[src/rtl/npms_pkg.sv]
`default_nettype none
// ----------------------------------------------------------------------------
// npms_pkg
// Shared types and constants for the nearest point search unit.
// ----------------------------------------------------------------------------
package npms_pkg;

    localparam int MAX_POINTS = 16384;
    localparam int ADDR_W     = $clog2(MAX_POINTS);
    localparam int SCAN_W     = $clog2(MAX_POINTS + 1);

    localparam int CFG_W   = 15;
    localparam int SLOT_W  = 14;
    localparam int ID_W    = 31;
    localparam int LAT_W   = 25;
    localparam int LON_W   = 26;
    // |dlat| needs LAT_W bits, |dlon| LON_W bits, their sum one more
    localparam int DIST_W  = LON_W + 1;

    // beat kinds on the input tuser
    localparam logic ACT_LOAD  = 1'b0;
    localparam logic ACT_QUERY = 1'b1;

    typedef struct packed {
        logic [ID_W-1:0]         id;
        logic signed [LAT_W-1:0] lat;
        logic signed [LON_W-1:0] lon;
    } t_point;

    typedef enum logic [1:0] {
        ST_IDLE,
        ST_SCAN,
        ST_DRAIN,
        ST_DONE
    } t_state;

    // sequencer -> datapath
    typedef struct packed {
        logic              start;
        logic              rd_en;
        logic [ADDR_W-1:0] rd_addr;
    } t_scan_ctl;

    // datapath -> sequencer / output stage
    typedef struct packed {
        logic            busy;
        logic            have;
        logic [ID_W-1:0] best_id;
    } t_scan_stat;

endpackage
`default_nettype wire

[src/rtl/npms_ctrl.sv]
`default_nettype none
// ----------------------------------------------------------------------------
// npms_ctrl
// Scan sequencer: walks slots 0..n-1, drains the datapath, hands off result.
// ----------------------------------------------------------------------------
module npms_ctrl
    import npms_pkg::*;
(
    input  wire logic              i_clk,
    input  wire logic              i_rst_n,
    input  wire logic              i_in_valid,
    input  wire logic              i_in_query,
    input  wire logic [SCAN_W-1:0] i_scan_len,
    input  wire logic              i_out_free,
    input  wire t_scan_stat        i_stat,
    output logic                   o_in_ready,
    output t_scan_ctl              o_ctl,
    output logic                   o_out_load
);

    t_state              r_state, n_state;
    logic [ADDR_W-1:0]   r_addr, n_addr;
    logic [SCAN_W-1:0]   r_left, n_left;
    logic                w_start;

    assign w_start = (r_state == ST_IDLE) && i_in_valid && i_in_query;

    // next state
    always_comb begin
        n_state = r_state;
        case (r_state)
            ST_IDLE: begin
                if (w_start) begin
                    n_state = (i_scan_len == '0) ? ST_DONE : ST_SCAN;
                end
            end
            ST_SCAN: begin
                if (r_left == SCAN_W'(1)) begin
                    n_state = ST_DRAIN;
                end
            end
            ST_DRAIN: begin
                if (!i_stat.busy) begin
                    n_state = ST_DONE;
                end
            end
            ST_DONE: begin
                if (i_out_free) begin
                    n_state = ST_IDLE;
                end
            end
            default: n_state = ST_IDLE;
        endcase
    end

    // slot counter
    always_comb begin
        n_addr = r_addr;
        n_left = r_left;
        if (w_start) begin
            n_addr = '0;
            n_left = i_scan_len;
        end else if (r_state == ST_SCAN) begin
            n_addr = r_addr + ADDR_W'(1);
            n_left = r_left - SCAN_W'(1);
        end
    end

    // outputs
    always_comb begin
        o_in_ready    = (r_state == ST_IDLE);
        o_ctl.start   = w_start;
        o_ctl.rd_en   = (r_state == ST_SCAN);
        o_ctl.rd_addr = r_addr;
        o_out_load    = (r_state == ST_DONE) && i_out_free;
    end

    always_ff @(posedge i_clk) begin
        if (!i_rst_n) begin
            r_state <= ST_IDLE;
            r_addr  <= '0;
            r_left  <= '0;
        end else begin
            r_state <= n_state;
            r_addr  <= n_addr;
            r_left  <= n_left;
        end
    end

endmodule
`default_nettype wire

[config.mk]
export PLATFORM = sky130hd
export DESIGN_NAME = npms_ctrl
export DESIGN_NICKNAME = d
export VERILOG_FILES = /design/src/rtl/npms_pkg.sv /design/src/rtl/npms_ctrl.sv
export SDC_FILE = /design/constraint.sdc
export NUM_CORES = 1
export LEC_CHECK = 0
export ABC_CLOCK_PERIOD_IN_PS = 5700
export BUFFER_PORTS_ARGS = -buffer_cell sky130_fd_sc_hd__clkbuf_2
export CAP_MARGIN = 0
export CORE_MARGIN = 2
export CORE_UTILIZATION = 51
export CTS_CLUSTER_SIZE = 8
export DETAILED_ROUTE_END_ITERATION = 12
export PLACE_DENSITY = 0.94
export SYNTH_ARGS = -nofsm -noshare
export SYNTH_HDL_FRONTEND = slang
export SYNTH_SLANG_ARGS = --single-unit
[constraint.sdc]
create_clock -name i_clk -period 5.7 [get_ports i_clk]
set_clock_uncertainty 0.05 [all_clocks]
set_input_delay 0.855 -clock i_clk [delete_from_list [all_inputs] [get_ports i_clk]]
set_output_delay 0.855 -clock i_clk [all_outputs]
set_load 0.005 [all_outputs]
======== Word level (Yosys, flattened, before mapping) ========
Cells that the tools add are included.
word-level totals
  word-level logic and storage cells ...... 30
  register bits ........................... 31
  input bits .............................. 53
  output and inout port bits .............. 18
cells by class
  reductions and logical operators ........ 8
  bitwise logic cells ..................... 1
  $add $sub $neg .......................... 2
  equal/unequal tests ..................... 8
  multiplexer cells ....................... 8
operators by type and width
  kind                                                                    number
  15-bit 2-to-1 mux                                                       2
  15-bit by 1-bit equality test with 1-bit output, second input constant  1
  15-bit zero test                                                        1
  15-bit by 1-bit subtractor with 15-bit output, second input constant    1
  14-bit by 1-bit adder with 14-bit output, second input constant         1
  2-bit 2-to-1 mux                                                        5
  2-bit one-hot mux with 4 select lines                                   1
  2-bit equality test, second input constant                              2
  2-bit by 1-bit != test with 1-bit output, second input constant         2
  2-bit != test, second input constant                                    2
  4-bit AND reduction                                                     1
  1-bit logical AND                                                       3
  2-bit by 1-bit equality test with 1-bit output, second input constant   1
  2-bit zero test                                                         1
  2-bit nonzero test                                                      1
  2-bit OR reduction                                                      1
  1-bit NOT                                                               1

======== Logic depth before layout (Yosys ltp) ========
  word-level depth ........................ 5
  depth in mapped cells ................... 8
  depth with buffers taken out ............ 7

======== Worst setup path after synthesis ========
Ideal clock, no wire load.
  path type ............................... input to output
  start ................................... input i_in_valid
  end ..................................... output o_ctl[15] (netlist bit)
  data required time ...................... 4,795 ps
  buffers on the path ..................... 2
  setup slack ............................. 3,375 ps
  arrival ................................. 1,420 ps
  cell stages on the path ................. 4
  cells stage by stage .................... nand3_1 > clkbuf_1 > inv_1 > buf_4
between the ends
  cells in the longest elaborated chain, start to end .. 2
ends and longest elaborated chain
  element                          RTL line         source
  start, declared                  npms_ctrl.sv:11  input wire logic i_in_valid,
  1-bit logical AND (2 in series)  npms_ctrl.sv:26  assign w_start = (r_state == ST_IDLE) && i_in_valid && i_in_query;
  end, declared                    npms_ctrl.sv:17  output t_scan_ctl o_ctl,
No other way between the ends.

==> flow_summary.toml <==
[die]
coreArea_mm2 = 0.00308
die_h_um = 61.0
dieArea_mm2 = 0.00372
initial_core_util = 0.538
fp-row-count = 20
die_w_um = 61.0
pin_count = 71

[final_layout]
final_area_mm2 = 0.00193
antenna_cells = 0
nNetsFinal = 288
seqCellArea_um2 = 621
fillers = 293
multiInputGateArea_um2 = 975
layout-drive-gt1-share = 0.241
area_delta_synth_final_pct = 16.3

[global_routing]
first_global_vias = 1374
overflow = 0
antenna_found_initial = 0
grt_usage = 0.212
grt_start_max_net_pins = 33
grt_pass1_wl_um = 5800

[clock_tree]
path_clk_slew_ns = 0.09
hold_buffers = 0
cts_root_buffer = "clkbuf_4"
clkLatencyLatePin_ns = 0.33
ctsResizeCount = 0
cts_tree = "done"
cts_inserted_buffers = 5
clock-sinks = 31
htree_levels = 2
ctsLongestPathBuffers = 2
post_cts_buffers = 0

[sta]
finalSetupViolCount = 0
worst_slack_ns = 3.12
fin_setup_tns_ns = 0
tightest_slew_ns = 0.514
grt_setup_unrepaired = "no"
post-route-period-util = 0.452
hold_viol_final = 0
finalCriticalPeriod_ns = 2.58
drv_slew = 0
slew_headroom = 0.655
whs_ns = 0.473
fmax_mhz = 388

[status]
status = "finished clean"

[hold_path]
min_path_type = "flop to flop"
hold_path_depth = 2
min_to = "r_addr[13]"
min_from = "r_addr[13]"

[logic_synthesis]
seq_area_frac_synth = 0.375
ys_seq_elements = 31
synth.distinct_cells = 41
netlist.top_cell.by_area = "dfxtp_1"
synth.cell_area_mm2 = 0.00166
synth-main-ff-cell = "dfxtp_1"
synth_warnings = 0
avgSynthCellArea_um2 = 8.67
syn_inst = 191
synth_top_cell_area_share = 0.375
synthTopCellsByCount = "31 x dfxtp_1, 17 x nand2_1, 17 x nor2_1, 17 x xor2_1, 14 x o21ai_0"
yosysMostFrequentCell = "dfxtp_1"
synth_edf_count = 0
netlist_top_cells_area = "dfxtp_1 37%, xor2_1 9.0%, ha_1 5.3%"
synth-async-reset-ratio = 0
synth_fp_nets = 251

[power_and_ir_drop]
powerDensity_mw_per_mm2 = 377
leakagePower_uw = 0.000838
ir_drop_uv = 248

[place]
dpl_cell_area_mm2 = 0.00187
io_buffers = 38
hpwl_um = 2470
preCtsSetupSlack_ns = 3.28
gp_congestion = 0.851

[run]
cap_violations = 0

[route]
first_pass_iters = 4
wl_per_cell_um = 12.3
drt_iter0_drc = 44
routed_wl_um = 3350
vias = 1482
drc = 0
postRouteAntennaNets = 0
viasPerCell = 5.45

[setup_path]
r2r-start = "r_state[1]"
path_max_fanout = 32
crit_path_start_kind = "flop"
r2r_slack_ns = 3.37
crit_required_ns = 4.80
worstSetupPathType = "flop to primary output"
reg2reg_to = "r_left[7]"
cp-end-kind = "primary output"
worstPathArrival_ns = 1.67
r2r_cells = 7
## worst max-delay path by stage
| stage | startpoint | to | slack, ns |
|---|---|---|---|
| after floorplan | i_in_valid | o_ctl[15] | 3.37 |
| after global placement | i_in_valid | o_ctl[15] | 3.29 |
| after detailed placement | i_in_valid | o_ctl[15] | 3.28 |
| after CTS | r_state[0] | o_ctl[15] | 3.11 |
| after global routing | r_state[0] | o_ctl[15] | 2.97 |
| final | r_state[0] | o_ctl[15] | 3.12 |
## final cells by class
class / count / area share
Multi-Input combinational cell: 145 / 0.506
Clock buffer: 6 / 0.0266
Sequential cell: 31 / 0.322
Tap cell: 44 / 0.0286
Timing Repair Buffer: 39 / 0.103
Inverter: 6 / 0.0117
Clock inverter: 1 / 0.00260
## where the power goes
group | internal [uW] | switching, uW | total [uW]
registers | 259 | 50.1 | 309
clock network | 57.0 | 73.2 | 130
logic | 137 | 151 | 287
total | 453 | 274 | 727
## worst max-delay path: stages (launching register included)
cell and delay (ns):
dfxtp_1 0.39, inv_1 0.08, ha_1 0.26, nand3_1 0.09, buf_4 0.29, inv_1 0.10
clkbuf_2 0.12
## per-layer routing
metal / GRT usage / vias to the layer above / routed length, um
met5: 0 / - / 0
met1: 0.262 / 684 / 1490
met3: 0.0576 / 11 / 156
met4: 0.0963 / 0 / 95
met2: 0.344 / 45 / 1600
li1: - / 742 / -
## stage by stage
step	std cells	util	total power [uW]
3_3_place_gp	265	0.608	585
4_1_cts	272	0.626	729
2_1_floorplan	191	-	531
5_1_grt	272	0.626	783
6_report	272	0.626	727
3_5_place_dp	265	0.608	597
## sequential cells by signal (all words and copies together), names as in the netlist
| name | cells |
|---|---|
| r_state | 2 |
| r_left | 15 |
| r_addr | 14 |
## cells in the final DEF (no fill, tap or decap), types with 2 or more instances in the layout
| cell | count |
|---|---|
| nor4_1 | 3 |
| nor4b_1 | 2 |
| nand4_1 | 6 |
| nand3_1 | 9 |
| clkbuf_4 | 5 |
| or2_2 | 2 |
| dfxtp_1 | 31 |
| inv_1 | 6 |
| nand2_1 | 17 |
| nor2_1 | 17 |
| xor2_1 | 17 |
| xnor2_1 | 6 |
| a21oi_1 | 13 |
| and2_1 | 2 |
| o211a_1 | 6 |
| o21ai_0 | 14 |
| or3_1 | 3 |
| ha_1 | 7 |
| clkbuf_2 | 38 |
## cell families after synthesis
kind of cell,synth area share
DFF,0.375
xor gates and xnor gates,0.122
muxes,0.00604
and+or+nand+nor,0.258
adders and majority gates,0.0529
AOI/OAI and AO/OA,0.150
buffers and inverters,0.0370
(Power assumes the default switching activity.)
