<file path="src/rtl/npms_pkg.sv">
`default_nettype none
// ----------------------------------------------------------------------------
// npms_pkg
// Shared types and constants for the nearest point search unit.
// ----------------------------------------------------------------------------
package npms_pkg;

    localparam int MAX_POINTS = 16384;
    localparam int ADDR_W     = $clog2(MAX_POINTS);
    localparam int SCAN_W     = $clog2(MAX_POINTS + 1);

    localparam int CFG_W   = 15;
    localparam int SLOT_W  = 14;
    localparam int ID_W    = 31;
    localparam int LAT_W   = 25;
    localparam int LON_W   = 26;
    // |dlat| needs LAT_W bits, |dlon| LON_W bits, their sum one more
    localparam int DIST_W  = LON_W + 1;

    // beat kinds on the input tuser
    localparam logic ACT_LOAD  = 1'b0;
    localparam logic ACT_QUERY = 1'b1;

    typedef struct packed {
        logic [ID_W-1:0]         id;
        logic signed [LAT_W-1:0] lat;
        logic signed [LON_W-1:0] lon;
    } t_point;

    typedef enum logic [1:0] {
        ST_IDLE,
        ST_SCAN,
        ST_DRAIN,
        ST_DONE
    } t_state;

    // sequencer -> datapath
    typedef struct packed {
        logic              start;
        logic              rd_en;
        logic [ADDR_W-1:0] rd_addr;
    } t_scan_ctl;

    // datapath -> sequencer / output stage
    typedef struct packed {
        logic            busy;
        logic            have;
        logic [ID_W-1:0] best_id;
    } t_scan_stat;

endpackage
`default_nettype wire

</file>
<file path="src/rtl/npms_dist.sv">
`default_nettype none
// ----------------------------------------------------------------------------
// npms_dist
// Distance datapath: absolute differences, then sum and best-so-far update.
// ----------------------------------------------------------------------------
module npms_dist
    import npms_pkg::*;
(
    input  wire logic                    i_clk,
    input  wire logic                    i_rst_n,
    input  wire t_scan_ctl               i_ctl,
    input  wire logic signed [LAT_W-1:0] i_q_lat,
    input  wire logic signed [LON_W-1:0] i_q_lon,
    input  wire t_point                  i_rd_data,
    output t_scan_stat                   o_stat
);

    logic signed [LAT_W-1:0] r_q_lat;
    logic signed [LON_W-1:0] r_q_lon;
    logic                    r_s1_valid;
    logic                    r_s2_valid;
    logic [LAT_W-1:0]        r_alat;
    logic [LON_W-1:0]        r_alon;
    logic [ID_W-1:0]         r_s2_id;
    logic                    r_have;
    logic [DIST_W-1:0]       r_best_dist;
    logic [ID_W-1:0]         r_best_id;

    logic signed [LAT_W:0]   w_dlat;
    logic signed [LON_W:0]   w_dlon;
    logic [LAT_W-1:0]        w_alat;
    logic [LON_W-1:0]        w_alon;
    logic [DIST_W-1:0]       w_dist;
    logic                    w_take;

    // stage 1: magnitudes of the coordinate differences
    always_comb begin
        w_dlat = $signed({r_q_lat[LAT_W-1], r_q_lat})
               - $signed({i_rd_data.lat[LAT_W-1], i_rd_data.lat});
        w_dlon = $signed({r_q_lon[LON_W-1], r_q_lon})
               - $signed({i_rd_data.lon[LON_W-1], i_rd_data.lon});
        w_alat = w_dlat[LAT_W] ? LAT_W'(-w_dlat) : w_dlat[LAT_W-1:0];
        w_alon = w_dlon[LON_W] ? LON_W'(-w_dlon) : w_dlon[LON_W-1:0];
    end

    // stage 2: sum and strict compare, so ties keep the lower slot
    always_comb begin
        w_dist = DIST_W'(r_alat) + DIST_W'(r_alon);
        w_take = r_s2_valid && (!r_have || (w_dist < r_best_dist));
    end

    always_ff @(posedge i_clk) begin
        if (!i_rst_n) begin
            r_s1_valid <= 1'b0;
            r_s2_valid <= 1'b0;
            r_have     <= 1'b0;
        end else begin
            r_s1_valid <= i_ctl.rd_en;
            r_s2_valid <= r_s1_valid;
            if (i_ctl.start) begin
                r_have <= 1'b0;
            end else if (w_take) begin
                r_have <= 1'b1;
            end
        end
    end

    always_ff @(posedge i_clk) begin
        if (i_ctl.start) begin
            r_q_lat <= i_q_lat;
            r_q_lon <= i_q_lon;
        end
        r_alat  <= w_alat;
        r_alon  <= w_alon;
        r_s2_id <= i_rd_data.id;
        if (w_take) begin
            r_best_dist <= w_dist;
            r_best_id   <= r_s2_id;
        end
    end

    assign o_stat.busy    = r_s1_valid | r_s2_valid;
    assign o_stat.have    = r_have;
    assign o_stat.best_id = r_best_id;

endmodule
`default_nettype wire

</file>
<file path="config.mk">
export PLATFORM = sky130hd
export DESIGN_NAME = npms_dist
export DESIGN_NICKNAME = d
export VERILOG_FILES = /design/src/rtl/npms_pkg.sv /design/src/rtl/npms_dist.sv
export SDC_FILE = /design/constraint.sdc
export NUM_CORES = 1
export LEC_CHECK = 0
export ABC_AREA = 0
export BUFFER_PORTS_ARGS = -buffer_cell sky130_fd_sc_hd__buf_2
export CAP_MARGIN = 20
export CELL_PAD_IN_SITES_DETAIL_PLACEMENT = 1
export CELL_PAD_IN_SITES_GLOBAL_PLACEMENT = 1
export CORE_MARGIN = 2
export CORE_UTILIZATION = 39
export CTS_CLUSTER_SIZE = 12
export DETAILED_ROUTE_END_ITERATION = 12
export GPL_ROUTABILITY_DRIVEN = 0
export PLACE_DENSITY_LB_ADDON = 0.1
export SYNTH_ARGS = -nofsm -noshare
export SYNTH_HDL_FRONTEND = slang
export SYNTH_SLANG_ARGS = --single-unit
</file>
<file path="constraint.sdc">
create_clock -name i_clk -period 7.5 [get_ports i_clk]
set_clock_uncertainty 0.15 [all_clocks]
set_input_delay 1.125 -clock i_clk [delete_from_list [all_inputs] [get_ports i_clk]]
set_output_delay 1.125 -clock i_clk [all_outputs]
set_load 0.01 [all_outputs]
</file>
* After elaboration in Yosys (flattened, before gate mapping) *
Cells that the tools add are included.

word-level totals
  output and inout bits = 33
  input port bits = 151
  logic and storage cells = 24
  register bits after elaboration = 194

operators by class
  reduce and logical (&&, ||, !) cells = 4
  multiplexer cells = 2
  add/subtract/negate cells = 5
  $lt $le $gt $ge = 1
  bitwise operators = 2

operators by type and width
  operator           number
  $add 25x26->27     1
  $lt 27x27->1       1
  $sub 26x26->27     1
  $mux 26            1
  $neg 26->26        1
  $sub 25x25->26     1
  $mux 25            1
  $neg 25->25        1
  $reduce_or 2->1    1
  $logic_and 1x1->1  1
  $logic_not 1->1    1
  $logic_or 1x1->1   1
  $not 1->1          1
  $or 1x1->1         1

* Depth between registers and ports, before layout *
Gate-level depths: netlist of the first run.

  word-level depth = 4
  gate-level depth with buffers = 21
  mapped depth without buffers = 21

* Least setup slack after synthesis of the first run *
Ideal clock, no wire load.

  path kind = register -> register
  from = reg r_alat[0]
  to = reg r_best_dist[0], enable pin
  period minus slack after synthesis = 6.819 ns
  path buffers = 0
  data required time = 6.857 ns
  slack = 0.681 ns
  stages on the path, launching flop included = 22
  setup time = 0.493 ns
  arrival = 6.176 ns
  path through = dfxtp_1 > ha_1 > inv_1 > fa_1 > nor2b_1 > o21ai_0 > a21boi_0 > o21bai_1 > a21oi_1 > o211ai_1 > o211ai_1 > a21o_1 > a21oi_1 > xnor2_1 > ha_1 > a21o_1 > a21o_1 > a21oi_1 > o21ai_0 > a22oi_1 > nand2_1 > a21oi_1

between the ends
  longest elaborated chain between the ends = 4

ends and longest elaborated chain
  element                 line             RTL
  from (decl)             npms_dist.sv:22  logic [LAT_W-1:0] r_alat;
  from (signal assigned)  npms_dist.sv:73  r_alat <= w_alat;
  $add 25x26->27          npms_dist.sv:48  w_dist = DIST_W'(r_alat) + DIST_W'(r_alon);
  via w_dist[24]          npms_dist.sv:33  logic [DIST_W-1:0] w_dist;
  $lt 27x27->1            npms_dist.sv:49  w_take = r_s2_valid && (!r_have || (w_dist < r_best_dist));
  $logic_or 1x1->1        npms_dist.sv:49
  $logic_and 1x1->1       npms_dist.sv:49
  via w_take              npms_dist.sv:34  logic w_take;
  to (signal assigned)    npms_dist.sv:77  r_best_dist <= w_dist;
  to (decl)               npms_dist.sv:26  logic [DIST_W-1:0] r_best_dist;

The timed path passes the listed nets, and every way through them passes these cells.
A chain may end at the register's enable or synchronous reset.

* Worst setup path after layout of the first run *
  from = reg r_alat[0]
  to = reg r_best_id[21], enable pin

between the ends
  longest elaborated chain between the ends = 4

ends and longest elaborated chain
  element               line             RTL
  $add 25x26->27        npms_dist.sv:48
  via w_dist[24]        npms_dist.sv:33
  $lt 27x27->1          npms_dist.sv:49
  $logic_or 1x1->1      npms_dist.sv:49
  $logic_and 1x1->1     npms_dist.sv:49
  via w_take            npms_dist.sv:34
  to (signal assigned)  npms_dist.sv:78  r_best_id <= r_s2_id;
  to (decl)             npms_dist.sv:27  logic [ID_W-1:0] r_best_id;

The timed path passes the listed nets, and every way through them passes these cells.

==> results.yml, run 1 <==
clocking:
  insertion_delay_ns: 0.44
  cts.repair.resized: 0
  numClockSinks: 194
  ctsHoldBuffers: 0
  cts_tree: "yes"
  clockBufferDepth: 2
  cts-root-buf: "clkbuf_16"
  cts_buffers: 17
  postCtsSetupBuffers: 0
  htree_num_levels: 4
  cts.clk_slew.worst_paths_ns: 0.08
finish:
  final_common_cell: "buf_2"
  most-common-layout-cells: "169 x buf_2, 111 x inv_1, 109 x edfxtp_1"
  diodes: 0
  drive_gt1_frac: 0.190
  fin_area_um2: 12900
  areaGrowthSynthToFinish_pct: 17.9
  num-nets-final: 1488
  nFillCells: 3139
critical_path:
  path_buf_inv: 3
  crit_path_end_kind: "flip-flop"
  reg2regPathDepth: 23
  path_class: "reg -> reg"
  crit_cells: 23
  path_delay_family: "compound AO/OA/AOI/OAI gates"
  critPathSlowestCell: "fa_1"
  crit_path_cell_trace: "ha_1, inv_1, fa_1, nor2b_1, o21ai_0, a21boi_0, o21bai_1, a21oi_1, o211ai_1, o211ai_1, a21o_1, a21oi_1, xnor2_1, ha_1, a21o_1, a21o_1, a21oi_1, o21ai_0, a22oi_1, nand2_1, a21oi_4, buf_16, buf_4"
  slowest_delay_ns: 0.40
  cp_max_fo: 24
  start_kind: "flip-flop"
  critPathArrivalTime_ns: 5.49
  required_ns: 7.47
sta:
  grt_setup_unrepaired: "false"
  tightest_slew_ns: 0.695
  setup_tns_ns: 0
  relSlewSlack: 0.536
  finalHoldViolations: 0
  setup_ws_ns: 1.97
  setup_violations: 0
  holdWs_ns: 0.256
  fmax_ghz: 0.181
  post-route-period-util: 0.737
  finalCriticalPeriod_ns: 5.53
  finalMaxSlewViolations: 0
synth:
  ys_ff_latch: 194
  synth.area.mux_share: 0.00390
  yosysUniqueCellTypes: 79
  synth_top_family_by_area: "compound AO/OA/AOI/OAI gates"
  synthArstFlopShare: 0
  synth_top_area_share: 0.300
  synthAdderAreaFrac: 0.125
  synth_top_cell_by_area: "edfxtp_1"
  syn-cell-area_um2: 10900
  synth-compound-area-share: 0.176
  synth-xor-area-share: 0.0803
  ys_top_cells_by_area: "edfxtp_1 30%, dfxtp_1 16%, ha_1 12%"
  yosys.area_share.simple: 0.115
  avgSynthCellArea_um2: 10.4
  synthesis.nets: 1308
  synthCells: 1050
  synthFlopType: "edfxtp_1"
  synth-edff-count: 109
  synth_warnings: 0
  ys_seq_area_frac: 0.456
grt:
  grt_pass1_vias: 8463
  grt_usage: 0.174
  antenna_found_initial: 1
  grt_overflow: 0
  grt_max_degree: 53
  grt_pass1_wl_mm: 41.0
die:
  fp.dieArea_um2: 29300
  dieWidth_um: 171
  core_area_um2: 27600
  rows: 61
  start_util: 0.395
  die_h_um: 171
  ios: 184
detailed_routing:
  drt_pass1_iterations: 4
  routed_wirelength_mm: 24.5
  drt_iter0_drc: 260
  drcViolationCount: 0
  vias: 8171
  ant_nets: 0
  vias_per_cell: 5.04
  wire_per_inst_um: 15.1
power_and_ir_drop:
  leakage_nw: 5.66
  vdd_drop_max_v: 0.000175
  power_mw: 4.42
  power-per-cell-area_nw_per_um2: 344
place:
  dpl.hpwl_mm: 19.8
  place_worst_setup_slack_ns: 1.56
  dpl-instance-area_um2: 12200
  port_buffers: 169
min_path:
  hold_path_depth: 0
  worstHoldPathType: "reg -> reg"
flow_run:
  drv_cap: 0
status:
  status: "finished, final reports clean"
==> logic make-up (layout without fill, tap and decap cells) <==
logic type      after synthesis  count (layout)
compound gates              285             285
simple gates                235             235
flops                       194             194
buf+inv                     125             318
fa+ha+maj                   107             107
xor+xnor                    100             100
mux                           4               4
==> path summary, 6_finish.rpt <==
kind              start             to  slack (ns)
max           r_alat[0]  r_best_id[21]        1.97
min          r_s2_id[4]   r_best_id[4]        0.26
max reg2reg   r_alat[0]  r_best_id[21]        1.97
min reg2reg  r_s2_id[4]   r_best_id[4]        0.26
==> flip-flops by register name (all words and copies together) (netlist names) <==
signal / flops
r_have: 1
r_q_lat: 25
r_s1_valid: 1
r_best_id: 31
r_best_dist: 27
r_s2_id: 31
r_alat: 25
r_q_lon: 26
r_s2_valid: 1
r_alon: 26
==> power breakdown <==
part | total (mW) | internal, mW | switching, mW | leakage [nW]
combinational | 2.01 | 0.868 | 1.14 | 3.61
clock | 0.949 | 0.487 | 0.461 | 0.303
sequential | 1.46 | 1.39 | 0.0691 | 1.75
==> Yosys cell counts, types with 5 or more instances <==
| master | number |
|---|---|
| a211o_1 | 5 |
| a211oi_1 | 5 |
| a21boi_0 | 6 |
| a21o_1 | 31 |
| a21oi_1 | 74 |
| a31oi_1 | 8 |
| a41oi_1 | 6 |
| and2_1 | 5 |
| and3_1 | 10 |
| and4_1 | 7 |
| clkbuf_1 | 8 |
| dfxtp_1 | 85 |
| edfxtp_1 | 109 |
| ha_1 | 104 |
| inv_1 | 111 |
| nand2_1 | 50 |
| nand2b_1 | 17 |
| nand3_1 | 15 |
| nand4_1 | 13 |
| nor2_1 | 53 |
| nor2b_1 | 12 |
| nor3_1 | 15 |
| o211ai_1 | 14 |
| o21a_1 | 15 |
| o21ai_0 | 51 |
| o21ai_1 | 8 |
| o21bai_1 | 6 |
| o31a_1 | 7 |
| o31ai_1 | 14 |
| or2_2 | 6 |
| or3_1 | 5 |
| or4_1 | 6 |
| xnor2_1 | 66 |
| xor2_1 | 34 |
==> routing by layer <==
layer	vias up	wire, um	track usage
met5	-	0	0
met4	0	337	0.0464
met3	19	921	0.0295
met2	144	11700	0.303
met1	3841	11500	0.224
li1	4167	-	-
==> per-stage QoR <==
step / std cells / util
2_1_floorplan: 1050 / -
3_3_place_gp: 1588 / 0.442
3_5_place_dp: 1588 / 0.442
4_1_cts: 1620 / 0.464
5_1_grt: 1621 / 0.465
6_report: 1621 / 0.465
==> area by class of cell <==
| type | instances | area, um^2 | share of cell area |
|---|---|---|---|
| clock buffer | 17 | 425 | 0.0331 |
| clock inverter | 15 | 199 | 0.0155 |
| inverter | 111 | 417 | 0.0324 |
| multi-input combinational | 731 | 5460 | 0.425 |
| sequential | 194 | 4970 | 0.387 |
| tap | 378 | 473 | 0.0368 |
| timing repair buffer | 175 | 911 | 0.0708 |
No activity file was read; power rests on OpenSTA's default activity.
==> inputs of run 2 (changes only) <==
clock period = 4.8 ns   (was 7.5 ns; I/O delays follow)
==> results.yml, run 2 (synthesis gave the netlist of run 1 again) <==
status:
  status: "finished, final reports clean"
clocking:
  insertion_delay_ns: 0.44
  clockBufferDepth: 2
  cts_buffers: 17
  cts-root-buf: "clkbuf_16"
  numClockSinks: 194
  cts_tree: "yes"
  cts.clk_slew.worst_paths_ns: 0.07
  htree_num_levels: 4
finish:
  final_common_cell: "buf_2"
  multi_input_area_um2: 5520
  drive_gt1_frac: 0.212
  final_util: 0.476
  nFillCells: 3146
  num-nets-final: 1504
  areaGrowthSynthToFinish_pct: 20.4
  most-common-layout-cells: "169 x buf_2, 110 x inv_1, 109 x edfxtp_1"
  top_regs: "r_best_id (31), r_s2_id (31), r_best_dist (27)"
  register_area_um2: 4980
  fin_area_um2: 13100
detailed_routing:
  vias: 8199
  ant_nets: 0
  vias_per_cell: 5.01
  drt_iter0_drc: 225
  drcViolationCount: 0
  drt_pass1_iterations: 4
  routed_wirelength_mm: 25.3
  wire_per_inst_um: 15.4
grt:
  grt_pass1_wl_mm: 41.3
  grt_pass1_vias: 8573
  use_met2: 0.315
  use_met1: 0.223
  grt_max_degree: 53
  grt_overflow: 0
  grt_usage: 0.177
  antenna_found_initial: 1
  grtUsageMet3: 0.0285
  busiest_layer: "met2"
sta:
  relSlewSlack: 0.526
  tightest_slew_ns: 0.711
  finalCriticalPeriod_ns: 4.43
  fmax_ghz: 0.226
  post-route-period-util: 0.923
  setup_violations: 0
  setup_tns_ns: 0
  finalHoldViolations: 0
  holdWs_ns: 0.229
  setup_ws_ns: 0.372
  finalMaxSlewViolations: 0
flow_run:
  drv_cap: 0
power_and_ir_drop:
  power-per-cell-area_nw_per_um2: 538
  leakage_nw: 5.78
  vdd_drop_max_v: 0.000310
place:
  dpl-instance-area_um2: 12300
  place_worst_setup_slack_ns: 0.00225
  port_buffers: 169
  dpl.hpwl_mm: 19.9
critical_path:
  start_kind: "flip-flop"
  r2r-end: "r_best_id[8]"
  required_ns: 4.81
  path_class: "reg -> reg"
  ff2ff_setup_slack_ns: 0.37
  reg2regPathDepth: 23
  crit_path_end_kind: "flip-flop"
  r2r-start: "r_alon[0]"
  critPathArrivalTime_ns: 4.44
  cp_max_fo: 6
die:
  start_util: 0.395
  fp.dieArea_um2: 29300
  ios: 184
  rows: 61
  die_h_um: 171
  core_area_um2: 27600
  dieWidth_um: 171
min_path:
  worstHoldPathType: "in -> reg"
  hold_end: "r_s2_id[23]"
  hold_path_depth: 1
  hold_start: "i_rd_data[74]"
==> run 2: layer usage <==
metal  up-vias  share of wire  routed length [um]
met1      3875           0.47               11900
li1       4192              -                   -
met2       120           0.49               12400
met5         -              0                   0
met4         0         0.0085                 216
met3        12          0.028                 719
==> run 2: timing repair <==
action                                  in CTS  in global routing
setup buffers                                0                  5
gates cloned                                 0                  6
resized for setup                            1                 20
endpoints found under the setup margin      33                 58
pin swaps                                    0                 16
hold buffers                                 0                  0
==> run 2: stage by stage <==
step | power [mW] | std cells
finish | 7.06 | 1638
CTS | 7.06 | 1626
global placement | 5.43 | 1594
global route | 7.67 | 1637
floorplan | 4.68 | 1050
detailed placement | 5.54 | 1594
==> run 2: worst max-delay path, cell delays in order (launching register included) <==
cell and delay (ns):
dfxtp_2 0.35, ha_4 0.14, inv_2 0.04, fa_2 0.37
nor2b_2 0.14, o21ai_2 0.08, a21boi_2 0.18, o21bai_2 0.11
a21oi_2 0.24, o211ai_1 0.16, o211ai_1 0.25, a21o_1 0.17
a21oi_2 0.07, xnor2_2 0.15, ha_1 0.31, a21o_1 0.18
a21o_1 0.16, a21oi_2 0.10, o21ai_1 0.06, a22oi_1 0.16
nand2_1 0.11, a21oi_4 0.17, buf_6 0.16, clkbuf_16 0.15
==> run 2: worst max path at each step <==
stage / start / endpoint / slack, ns / cells after the start
after global routing: r_alon[6] / r_best_dist[19] / -0.01 / 20
after floorplan: r_alat[0] / r_best_dist[0] / 0.006 / 21
after global placement: r_alat[0] / r_best_id[1] / 0.17 / 22
after detailed placement: r_alon[0] / r_best_id[27] / 0.002 / 22
final: r_alon[0] / r_best_id[8] / 0.37 / 23
after CTS: r_alon[0] / r_best_id[1] / 0.07 / 22
==> run 2: area by class of cell <==
type	instances	area share
antenna	1	0.000190
clock buffer	18	0.0334
clock inverter	14	0.0142
inverter	111	0.0317
multi-input combinational	731	0.420
sequential	194	0.379
tap	378	0.0360
timing repair buffer	191	0.0856
==> run 2: where the power goes <==
group	total, mW	switching [mW]	internal, mW	leakage, nW
sequential	2.31	0.127	2.18	1.75
clock	1.48	0.711	0.767	0.304
combinational	3.28	1.83	1.44	3.73
total	7.06	2.67	4.39	5.78
